==> config.mk <==
export PLATFORM = sky130hd
export DESIGN_NAME = second_order_motion_follower
export DESIGN_NICKNAME = d
export VERILOG_FILES = /design/src/rtl/core/somf_pkg.sv /design/src/rtl/core/second_order_motion_follower.sv /design/src/rtl/core/somf_serial_mult.sv /design/src/rtl/core/somf_regs.sv /design/src/rtl/core/somf_core.sv
export SDC_FILE = /design/constraint.sdc
export NUM_CORES = 2
export LEC_CHECK = 0
export BUFFER_PORTS_ARGS = -buffer_cell sky130_fd_sc_hd__buf_2
export CAP_MARGIN = 20
export CORE_ASPECT_RATIO = 1.4
export CORE_MARGIN = 1.5
export CORE_UTILIZATION = 49
export DETAILED_ROUTE_END_ITERATION = 8
export GPL_TIMING_DRIVEN = 0
export HOLD_SLACK_MARGIN = 0.05
export PLACE_DENSITY = 0.66
export SETUP_SLACK_MARGIN = 0.05
export SLEW_MARGIN = 20
export SYNTH_ARGS = -nofsm -noshare
export SYNTH_HDL_FRONTEND = slang
export SYNTH_SLANG_ARGS = --single-unit
==> constraint.sdc <==
create_clock -name clk -period 9.45 [get_ports clk]
set_clock_uncertainty 0.05 [all_clocks]
set_input_delay 1.89 -clock clk [delete_from_list [all_inputs] [get_ports clk]]
set_output_delay 1.89 -clock clk [all_outputs]
set_load 0.005 [all_outputs]
==> src/rtl/core/somf_pkg.sv <==
// ----------------------------------------------------------------------------
// somf_pkg: shared types, constants and helpers for the motion follower
// Payload structs, register map, sequencer states and fixed-point saturation.
// ----------------------------------------------------------------------------
package somf_pkg;

    localparam int FRAC_BITS  = 16;
    localparam int DT_FRAC    = 16;
    localparam int DATA_W     = 32;
    localparam int DT_W       = 16;
    localparam int GAIN_W     = 24;
    localparam int AXES       = 3;
    localparam int AX_W       = 2;
    localparam int APB_W      = 32;
    localparam int CFG_ADDR_W = 4;

    localparam int MUL_A_W    = DATA_W + 1;
    localparam int DIGIT_W    = 4;
    localparam int MUL_DIGITS = 9;
    localparam int MUL_B_W    = DIGIT_W * MUL_DIGITS;
    localparam int PROD_W     = MUL_A_W + MUL_B_W;
    localparam int PP_W       = MUL_A_W + DIGIT_W + 1;
    localparam int ACC_W      = PP_W + 2;
    localparam int CNT_W      = 4;
    localparam int SUM_W      = DATA_W + 2;

    typedef struct packed {
        logic                     req_type;
        logic [DT_W-1:0]          time_step;
        logic signed [DATA_W-1:0] target_x;
        logic signed [DATA_W-1:0] target_y;
        logic signed [DATA_W-1:0] target_z;
    } req_t;

    typedef struct packed {
        logic signed [DATA_W-1:0] follow_x;
        logic signed [DATA_W-1:0] follow_y;
        logic signed [DATA_W-1:0] follow_z;
    } res_t;

    typedef struct packed {
        logic [GAIN_W-1:0]        damping_gain;
        logic [DATA_W-1:0]        stiffness_gain;
        logic signed [GAIN_W-1:0] anticipation_gain;
    } cfg_t;

    typedef struct packed {
        logic idle;
        logic done;
    } core_stat_t;

    typedef enum logic [1:0] {
        CFG_DAMPING      = 2'd0,
        CFG_STIFFNESS    = 2'd1,
        CFG_ANTICIPATION = 2'd2
    } cfg_idx_t;

    typedef enum logic [3:0] {
        ST_IDLE,
        ST_MUL_STEP,
        ST_POS,
        ST_MUL_K1V,
        ST_ERR,
        ST_MUL_DERR,
        ST_MUL_ANT,
        ST_INNER,
        ST_MUL_DV,
        ST_VEL,
        ST_DONE
    } state_t;

    function automatic logic signed [DATA_W-1:0] sat32(input logic signed [PROD_W-1:0] a);
        logic signed [DATA_W-1:0] r;
        if (a[PROD_W-1:DATA_W-1] == {(PROD_W-DATA_W+1){a[PROD_W-1]}})
        begin
            r = a[DATA_W-1:0];
        end
        else if (a[PROD_W-1])
        begin
            r = {1'b1, {(DATA_W-1){1'b0}}};
        end
        else
        begin
            r = {1'b0, {(DATA_W-1){1'b1}}};
        end
        return r;
    endfunction

    // round to nearest, ties up, then clamp
    function automatic logic signed [DATA_W-1:0] round_sat(
        input logic signed [PROD_W-1:0] p,
        input int                       s
    );
        logic signed [PROD_W-1:0] q;
        q = (p >>> s) + $signed({{(PROD_W-1){1'b0}}, p[s-1]});
        return sat32(q);
    endfunction

endpackage

==> src/rtl/core/second_order_motion_follower.sv <==
// ----------------------------------------------------------------------------
// second_order_motion_follower: 3-D second-order follower, semi-implicit Euler
// Integrate: each axis takes five 9-digit passes of the shared serial multiplier.
// One transaction in flight; the next is taken once the result has moved into
//   the output register.
// Reset: gains return to k1 = 1.0, 1/k2 = 1.0, k3 = 0; position, velocity and
//   previous-target state clears.
// ----------------------------------------------------------------------------
module second_order_motion_follower (
    input  logic                            clk,
    input  logic                            rst_n,
    input  logic                            req_valid,
    output logic                            req_stall,
    input  somf_pkg::req_t                  req,
    output logic                            res_valid,
    input  logic                            res_stall,
    output somf_pkg::res_t                  res,
    input  logic                            psel,
    input  logic                            penable,
    input  logic                            pwrite,
    input  logic [somf_pkg::CFG_ADDR_W-1:0] paddr,
    input  logic [somf_pkg::APB_W-1:0]      pwdata,
    output logic [somf_pkg::APB_W-1:0]      prdata,
    output logic                            pready
);
    import somf_pkg::*;

    cfg_t       cfg;
    core_stat_t stat;
    res_t       core_res;
    logic       core_start;
    logic       core_take;
    logic       res_valid_reg;
    res_t       res_reg;

    somf_regs u_regs (
        .clk     (clk),
        .rst_n   (rst_n),
        .psel    (psel),
        .penable (penable),
        .pwrite  (pwrite),
        .paddr   (paddr),
        .pwdata  (pwdata),
        .prdata  (prdata),
        .pready  (pready),
        .cfg     (cfg)
    );

    somf_core u_core (
        .clk    (clk),
        .rst_n  (rst_n),
        .cfg    (cfg),
        .start  (core_start),
        .req    (req),
        .take   (core_take),
        .stat   (stat),
        .result (core_res)
    );

    assign req_stall  = !stat.idle;
    assign core_start = req_valid && stat.idle;
    assign core_take  = stat.done && (!res_valid_reg || !res_stall);

    always_ff @(posedge clk or negedge rst_n)
    begin
        if (!rst_n)
        begin
            res_valid_reg <= 1'b0;
        end
        else if (core_take)
        begin
            res_valid_reg <= 1'b1;
        end
        else if (!res_stall)
        begin
            res_valid_reg <= 1'b0;
        end
    end

    always_ff @(posedge clk)
    begin
        if (core_take)
        begin
            res_reg <= core_res;
        end
    end

    assign res_valid = res_valid_reg;
    assign res       = res_reg;

    a_accept_busy: assert property (@(posedge clk) disable iff (!rst_n)
        req_valid && !req_stall |=> !stat.idle)
        else $error("core idle after accepting a transaction");

    a_stat_excl: assert property (@(posedge clk) disable iff (!rst_n)
        !(stat.idle && stat.done))
        else $error("core reports idle and done together");

    a_result_moves: assert property (@(posedge clk) disable iff (!rst_n)
        stat.done && !res_valid |=> res_valid)
        else $error("finished result not moved to output register");

endmodule

==> src/rtl/core/somf_serial_mult.sv <==
// ----------------------------------------------------------------------------
// somf_serial_mult: digit-serial signed multiplier
// Consumes the multiplier four bits per cycle, top digit signed; the product
// accumulates high half in place and shifts low digits out into a register.
// ----------------------------------------------------------------------------
module somf_serial_mult (
    input  logic                                clk,
    input  logic                                rst_n,
    input  logic                                start,
    input  logic signed [somf_pkg::MUL_A_W-1:0] a,
    input  logic [somf_pkg::MUL_B_W-1:0]        b,
    output logic                                done,
    output logic signed [somf_pkg::PROD_W-1:0]  prod
);
    import somf_pkg::*;

    logic signed [MUL_A_W-1:0] a_reg;
    logic [MUL_B_W-1:0]        b_reg;
    logic signed [ACC_W-1:0]   acc_reg;
    logic [MUL_B_W-1:0]        low_reg;
    logic [CNT_W-1:0]          cnt_reg;
    logic                      busy_reg;
    logic                      done_reg;

    logic                      last;
    logic signed [DIGIT_W:0]   digit;
    logic signed [PP_W-1:0]    pp;
    logic signed [ACC_W-1:0]   sum;
    logic signed [ACC_W-1:0]   acc_next;
    logic [MUL_B_W-1:0]        low_next;

    always_comb
    begin
        last     = (cnt_reg == CNT_W'(MUL_DIGITS - 1));
        digit    = last ? $signed({b_reg[DIGIT_W-1], b_reg[DIGIT_W-1:0]})
                        : $signed({1'b0, b_reg[DIGIT_W-1:0]});
        pp       = a_reg * digit;
        sum      = acc_reg + ACC_W'(pp);
        acc_next = sum >>> DIGIT_W;
        low_next = {sum[DIGIT_W-1:0], low_reg[MUL_B_W-1:DIGIT_W]};
    end

    always_ff @(posedge clk or negedge rst_n)
    begin
        if (!rst_n)
        begin
            busy_reg <= 1'b0;
            done_reg <= 1'b0;
            cnt_reg  <= '0;
        end
        else if (start)
        begin
            busy_reg <= 1'b1;
            done_reg <= 1'b0;
            cnt_reg  <= '0;
        end
        else if (busy_reg)
        begin
            cnt_reg  <= cnt_reg + CNT_W'(1);
            busy_reg <= !last;
            done_reg <= last;
        end
        else
        begin
            done_reg <= 1'b0;
        end
    end

    always_ff @(posedge clk)
    begin
        if (start)
        begin
            a_reg   <= a;
            b_reg   <= b;
            acc_reg <= '0;
            low_reg <= '0;
        end
        else if (busy_reg)
        begin
            b_reg   <= b_reg >> DIGIT_W;
            acc_reg <= acc_next;
            low_reg <= low_next;
        end
    end

    assign done = done_reg;
    assign prod = {acc_reg[MUL_A_W-1:0], low_reg};

endmodule

==> src/rtl/core/somf_regs.sv <==
// ----------------------------------------------------------------------------
// somf_regs: APB configuration registers
// Holds damping, stiffness and anticipation gains; zero-wait reads and writes.
// ----------------------------------------------------------------------------
module somf_regs (
    input  logic                              clk,
    input  logic                              rst_n,
    input  logic                              psel,
    input  logic                              penable,
    input  logic                              pwrite,
    input  logic [somf_pkg::CFG_ADDR_W-1:0]   paddr,
    input  logic [somf_pkg::APB_W-1:0]        pwdata,
    output logic [somf_pkg::APB_W-1:0]        prdata,
    output logic                              pready,
    output somf_pkg::cfg_t                    cfg
);
    import somf_pkg::*;

    cfg_t     cfg_reg;
    cfg_idx_t idx;
    logic     wr_en;

    assign pready = 1'b1;
    assign idx    = cfg_idx_t'(paddr[CFG_ADDR_W-1:2]);
    assign wr_en  = psel && penable && pwrite && pready;

    always_ff @(posedge clk or negedge rst_n)
    begin
        if (!rst_n)
        begin
            cfg_reg.damping_gain      <= GAIN_W'(64'd1 << FRAC_BITS);
            cfg_reg.stiffness_gain    <= DATA_W'(64'd1 << FRAC_BITS);
            cfg_reg.anticipation_gain <= '0;
        end
        else if (wr_en)
        begin
            case (idx)
                CFG_DAMPING:      cfg_reg.damping_gain      <= pwdata[GAIN_W-1:0];
                CFG_STIFFNESS:    cfg_reg.stiffness_gain    <= pwdata[DATA_W-1:0];
                CFG_ANTICIPATION: cfg_reg.anticipation_gain <= pwdata[GAIN_W-1:0];
                default:          ;
            endcase
        end
    end

    always_comb
    begin
        case (idx)
            CFG_DAMPING:      prdata = APB_W'(cfg_reg.damping_gain);
            CFG_STIFFNESS:    prdata = APB_W'(cfg_reg.stiffness_gain);
            CFG_ANTICIPATION: prdata = APB_W'(unsigned'(cfg_reg.anticipation_gain));
            default:          prdata = '0;
        endcase
    end

    assign cfg = cfg_reg;

endmodule

==> src/rtl/core/somf_core.sv <==
// ----------------------------------------------------------------------------
// somf_core: per-axis update sequencer
// Walks each axis through five serial multiplies and four add/clamp steps;
// axis state sits in three-deep rings read at the head and rotated per axis.
// ----------------------------------------------------------------------------
module somf_core (
    input  logic                  clk,
    input  logic                  rst_n,
    input  somf_pkg::cfg_t        cfg,
    input  logic                  start,
    input  somf_pkg::req_t        req,
    input  logic                  take,
    output somf_pkg::core_stat_t  stat,
    output somf_pkg::res_t        result
);
    import somf_pkg::*;

    state_t                   state_reg;
    state_t                   state_next;
    logic [AX_W-1:0]          ax_cnt_reg;
    logic                     mul_issued_reg;

    logic signed [DATA_W-1:0] pos_ring_reg  [AXES];
    logic signed [DATA_W-1:0] vel_ring_reg  [AXES];
    logic signed [DATA_W-1:0] prev_ring_reg [AXES];
    logic signed [DATA_W-1:0] xin_ring_reg  [AXES];

    logic [DT_W-1:0]          dt_reg;
    logic signed [DATA_W-1:0] step_reg;
    logic signed [DATA_W-1:0] y_reg;
    logic signed [DATA_W-1:0] k1v_reg;
    logic signed [DATA_W-1:0] err_reg;
    logic signed [DATA_W-1:0] dterm_reg;
    logic signed [DATA_W-1:0] aterm_reg;
    logic signed [DATA_W-1:0] inner_reg;
    logic signed [DATA_W-1:0] dv_reg;

    logic                      is_mul;
    logic                      mul_start;
    logic                      mul_done;
    logic signed [MUL_A_W-1:0] mul_a;
    logic [MUL_B_W-1:0]        mul_b;
    logic signed [PROD_W-1:0]  prod;
    logic signed [DATA_W-1:0]  rs_dt;
    logic signed [DATA_W-1:0]  rs_f;

    logic signed [SUM_W-1:0]   y_sum;
    logic signed [SUM_W-1:0]   err_sum;
    logic signed [SUM_W-1:0]   inner_sum;
    logic signed [SUM_W-1:0]   vel_sum;
    logic signed [DATA_W-1:0]  vel_new;

    somf_serial_mult u_mult (
        .clk   (clk),
        .rst_n (rst_n),
        .start (mul_start),
        .a     (mul_a),
        .b     (mul_b),
        .done  (mul_done),
        .prod  (prod)
    );

    always_comb
    begin
        rs_dt     = round_sat(prod, DT_FRAC);
        rs_f      = round_sat(prod, FRAC_BITS);
        y_sum     = SUM_W'(pos_ring_reg[0]) + SUM_W'(step_reg);
        err_sum   = SUM_W'(xin_ring_reg[0]) - SUM_W'(y_reg) - SUM_W'(k1v_reg);
        inner_sum = SUM_W'(dterm_reg) + SUM_W'(aterm_reg);
        vel_sum   = SUM_W'(vel_ring_reg[0]) + SUM_W'(dv_reg);
        vel_new   = sat32(PROD_W'(vel_sum));
    end

    always_comb
    begin
        case (state_reg)
            ST_MUL_STEP:
            begin
                mul_a = MUL_A_W'(vel_ring_reg[0]);
                mul_b = MUL_B_W'(dt_reg);
            end
            ST_MUL_K1V:
            begin
                mul_a = MUL_A_W'(vel_ring_reg[0]);
                mul_b = MUL_B_W'(cfg.damping_gain);
            end
            ST_MUL_DERR:
            begin
                mul_a = MUL_A_W'(err_reg);
                mul_b = MUL_B_W'(dt_reg);
            end
            ST_MUL_ANT:
            begin
                mul_a = MUL_A_W'(xin_ring_reg[0]) - MUL_A_W'(prev_ring_reg[0]);
                mul_b = MUL_B_W'(cfg.anticipation_gain);
            end
            ST_MUL_DV:
            begin
                mul_a = MUL_A_W'(inner_reg);
                mul_b = MUL_B_W'(cfg.stiffness_gain);
            end
            default:
            begin
                mul_a = '0;
                mul_b = '0;
            end
        endcase
    end

    always_comb
    begin
        state_next = state_reg;
        case (state_reg)
            ST_IDLE:
            begin
                if (start)
                begin
                    state_next = req.req_type ? ST_DONE : ST_MUL_STEP;
                end
            end
            ST_MUL_STEP: if (mul_done) state_next = ST_POS;
            ST_POS:      state_next = ST_MUL_K1V;
            ST_MUL_K1V:  if (mul_done) state_next = ST_ERR;
            ST_ERR:      state_next = ST_MUL_DERR;
            ST_MUL_DERR: if (mul_done) state_next = ST_MUL_ANT;
            ST_MUL_ANT:  if (mul_done) state_next = ST_INNER;
            ST_INNER:    state_next = ST_MUL_DV;
            ST_MUL_DV:   if (mul_done) state_next = ST_VEL;
            ST_VEL:
            begin
                state_next = (ax_cnt_reg == AX_W'(AXES - 1)) ? ST_DONE : ST_MUL_STEP;
            end
            ST_DONE:     if (take) state_next = ST_IDLE;
            default:     state_next = ST_IDLE;
        endcase
    end

    always_comb
    begin
        case (state_reg)
            ST_MUL_STEP, ST_MUL_K1V, ST_MUL_DERR, ST_MUL_ANT, ST_MUL_DV: is_mul = 1'b1;
            default:                                                     is_mul = 1'b0;
        endcase
        mul_start = is_mul && !mul_issued_reg;
        stat.idle = (state_reg == ST_IDLE);
        stat.done = (state_reg == ST_DONE);
    end

    always_ff @(posedge clk or negedge rst_n)
    begin
        if (!rst_n)
        begin
            state_reg      <= ST_IDLE;
            ax_cnt_reg     <= '0;
            mul_issued_reg <= 1'b0;
        end
        else
        begin
            state_reg <= state_next;
            if (mul_start)
            begin
                mul_issued_reg <= 1'b1;
            end
            else if (mul_done)
            begin
                mul_issued_reg <= 1'b0;
            end
            if (state_reg == ST_IDLE)
            begin
                ax_cnt_reg <= '0;
            end
            else if (state_reg == ST_VEL)
            begin
                ax_cnt_reg <= ax_cnt_reg + AX_W'(1);
            end
        end
    end

    // axis state rings: head is the axis in work, rotate after each axis
    always_ff @(posedge clk or negedge rst_n)
    begin
        if (!rst_n)
        begin
            for (int i = 0; i < AXES; i++)
            begin
                pos_ring_reg[i]  <= '0;
                vel_ring_reg[i]  <= '0;
                prev_ring_reg[i] <= '0;
            end
        end
        else if (state_reg == ST_IDLE && start && req.req_type)
        begin
            pos_ring_reg[0]  <= req.target_x;
            pos_ring_reg[1]  <= req.target_y;
            pos_ring_reg[2]  <= req.target_z;
            prev_ring_reg[0] <= req.target_x;
            prev_ring_reg[1] <= req.target_y;
            prev_ring_reg[2] <= req.target_z;
            for (int i = 0; i < AXES; i++)
            begin
                vel_ring_reg[i] <= '0;
            end
        end
        else if (state_reg == ST_VEL)
        begin
            for (int i = 0; i < AXES - 1; i++)
            begin
                pos_ring_reg[i]  <= pos_ring_reg[i+1];
                vel_ring_reg[i]  <= vel_ring_reg[i+1];
                prev_ring_reg[i] <= prev_ring_reg[i+1];
            end
            pos_ring_reg[AXES-1]  <= y_reg;
            vel_ring_reg[AXES-1]  <= vel_new;
            prev_ring_reg[AXES-1] <= xin_ring_reg[0];
        end
    end

    always_ff @(posedge clk)
    begin
        if (state_reg == ST_IDLE && start)
        begin
            dt_reg          <= req.time_step;
            xin_ring_reg[0] <= req.target_x;
            xin_ring_reg[1] <= req.target_y;
            xin_ring_reg[2] <= req.target_z;
        end
        else if (state_reg == ST_VEL)
        begin
            for (int i = 0; i < AXES - 1; i++)
            begin
                xin_ring_reg[i] <= xin_ring_reg[i+1];
            end
            xin_ring_reg[AXES-1] <= xin_ring_reg[0];
        end

        case (state_reg)
            ST_MUL_STEP: if (mul_done) step_reg  <= rs_dt;
            ST_POS:      y_reg     <= sat32(PROD_W'(y_sum));
            ST_MUL_K1V:  if (mul_done) k1v_reg   <= rs_f;
            ST_ERR:      err_reg   <= sat32(PROD_W'(err_sum));
            ST_MUL_DERR: if (mul_done) dterm_reg <= rs_dt;
            ST_MUL_ANT:  if (mul_done) aterm_reg <= rs_f;
            ST_INNER:    inner_reg <= sat32(PROD_W'(inner_sum));
            ST_MUL_DV:   if (mul_done) dv_reg    <= rs_f;
            default:     ;
        endcase
    end

    assign result.follow_x = pos_ring_reg[0];
    assign result.follow_y = pos_ring_reg[1];
    assign result.follow_z = pos_ring_reg[2];

endmodule
==> metrics.csv <==
stage;metric;value;unit
outcome;outcome;completed;
global_routing;grt-ovfl-total;0;
yosys;synth_edf_count;530;
critical_path;max_stage_delay;0.50;ns
timing;worst_pin_slew;1.23;ns
critical_path;cp_max_fo;10;
placement;dpl.hpwl;132000;µm
placement;place.gp.congestion;0.958;
yosys;synth.cell_area;54400;µm²
clock_network;cts_tree;yes;
layout;area_growth_syn_to_layout;12.8;%
clock_network;post_cts_buffers;0;
clock_network;clock-sinks;968;
yosys;syn_inst;5082;
clock_network;clockBufferDepth;3;
yosys;synth-async-reset-ratio;0.395;
critical_path;arrival;7.43;ns
global_routing;grt_pass1_vias;41998;
route;vias;40861;
route;drt-wirelength-per-cell;24.0;µm
placement;placed_area;58100;µm²
layout;multiInputGateArea;25500;µm²
route;detail-route-antenna-nets;0;
yosys;ys_ff_latch;968;
yosys;ys_warn_count;0;
critical_path;path_cells;inv_1 > ha_1 > nand2_1 > nor2_1 > nand2_1 > clkbuf_1 > nor2_1 > fa_1 > inv_1 > fa_1 > fa_1 > inv_1 > ha_1 > ha_1 > clkbuf_1 > a2111o_1 > o211ai_1 > a21oi_1 > o21ai_0 > o21ai_1 > a21oi_1 > o21ai_1 > and3_1 > a2111oi_0;
floorplanning;design.core.area;110000;µm²
critical_path;critPathRequiredTime;9.97;ns
floorplanning;dieArea;113000;µm²
timing;relSlewSlack;0.179;
timing;setup_viol;0;
timing;whs;0.410;ns
yosys;synthTopCellsByArea;edfxtp_1 (29%), dfrtp_1 (17%), fa_1 (6.4%);
clock_network;cts-root-buf;clkbuf_16;
yosys;ys_seq_area_frac;0.489;
clock_network;cts_resized;0;
min_path;min_from;u_core.vel_ring_reg[44];
yosys;synthFlopType;edfxtp_1;
yosys;synth.avg_cell_area;10.7;µm²
critical_path;slowest_stage;fa_1;
route;vias_per_cell;5.81;
timing;maxSlewViolCount;0;
yosys;yosys.cell_types.count;104;
yosys;syn_nets;5658;
yosys;synth.top_cell.area_share;0.293;
critical_path;r2r-start;u_core.u_mult.cnt_reg[0];
clock_network;htreeDepth;3;
yosys;synth_common_cells;nand2_1 (748), edfxtp_1 (530), dfrtp_1 (380);
timing;rsz0062_at_grt;false;
min_path;min_path_type;reg2reg;
layout;fin_nets;6062;
timing;hold_viol_final;0;
route;drc;0;
job;maxCapViolCount;0;
floorplanning;pin_count;287;
layout;post-route-util;0.557;
global_routing;grt_max_degree;97;
critical_path;critPathKind;reg2reg;
route;first_iter_violations;3245;
global_routing;antenna_found_initial;8;
global_routing;grt_usage;0.297;
clock_network;clkLatencyLatePin;0.72;ns
route;firstDrtPassIters;7;
clock_network;cts_made_buffers;94;
global_routing;grt_pass1_wl;251000;µm
yosys;synth_area_leader_cell;edfxtp_1;
floorplanning;die_w;285;µm
yosys;synth_most_common_cell;nand2_1;
critical_path;cp-start-kind;flop;
placement;dpl_worst_slack;2.56;ns
layout;drive_gt1_frac;0.119;
critical_path;critical-path-top-delay-family;compound AO/OA/AOI/OAI gates;
layout;fill_cells;9557;
floorplanning;rows;144;
critical_path;endpoint_kind;flop;
route;drt-total-wl;168000;µm
floorplanning;start_util;0.494;
clock_network;hold_buffers;0;
timing;setup_ws;2.54;ns
layout;fin_area;61300;µm²
placement;port_buffers;281;
clock_network;path_clk_slew;0.06;ns
timing;final.period_utilization;0.731;
timing;period_minus_slack;6.91;ns
timing;fmax;145;MHz
critical_path;cp_num_buf_inv;5;
floorplanning;die_y;397;µm
layout;regArea;26600;µm²
critical_path;critPathLaunch;u_core.u_mult.cnt_reg[0];
==> final timing paths <==
path	endpoint	slack (ns)	cells after the start
setup / recovery	u_core.u_mult.acc_reg[33]	2.54	24
hold / removal	u_core.vel_ring_reg[76]	0.41	2
setup reg to reg	u_core.u_mult.acc_reg[33]	2.54	24
hold reg to reg	u_core.vel_ring_reg[76]	0.41	2
max in group asynchronous	u_core.prev_ring_reg[94]	7.08	3
min in group asynchronous	u_core.prev_ring_reg[37]	1.01	1
==> worst min-delay path: stages (launching register included) <==
cell     delay (ns)
dfrtp_1        0.34
nand2_1        0.04
o21ai_0        0.06
==> cell type report <==
| class | count | share of cell area |
|---|---|---|
| Inverter | 359 | 0.0220 |
| Buffer | 253 | 0.0166 |
| Clock buffer | 131 | 0.0436 |
| Clock inverter | 45 | 0.00885 |
| Multi-Input combinational cell | 3502 | 0.415 |
| Timing Repair Buffer | 308 | 0.0301 |
| Sequential cell | 968 | 0.434 |
| Tap cell | 1460 | 0.0298 |
| Antenna cell | 6 | 0.000245 |
==> cells in the final DEF, fill, tap and decap left out, types with 95 or more instances in the layout <==
| cell | instances |
|---|---|
| nand2_1 | 747 |
| edfxtp_1 | 530 |
| dfrtp_1 | 380 |
| inv_1 | 359 |
| buf_2 | 292 |
| o21ai_0 | 292 |
| nor2_1 | 258 |
| ha_1 | 247 |
| clkbuf_1 | 234 |
| a21oi_1 | 218 |
| and2_1 | 202 |
| fa_1 | 173 |
| a221o_1 | 129 |
| xnor2_1 | 113 |
| a21o_1 | 105 |
| clkbuf_16 | 95 |
==> logic make-up after synthesis <==
kind of cell	share of synthesized area
compound gates	0.150
xor+xnor	0.0329
fa+ha+maj	0.122
buf+inv	0.0432
flops	0.489
mux	0.0301
other cells	0.0000690
simple gates	0.133
==> stage by stage <==
step           TNS [ns]  cells
5_1_grt               0   7028
6_report              0   7032
3_5_place_dp          0   6849
2_1_floorplan         0   5082
4_1_cts               0   7025
3_3_place_gp    -495.97   6823
==> routing by layer <==
metal | global-route usage | wire length, µm | vias to the layer above
met2 | 0.534 | 86500 | 1378
met5 | 0 | 24 | -
met3 | 0.0363 | 8710 | 456
met1 | 0.329 | 61200 | 20077
met4 | 0.196 | 12000 | 4
li1 | - | - | 18946
Power is not shown: default switching activity piles up to over one toggle a cycle in this logic, so the estimate is an artifact.
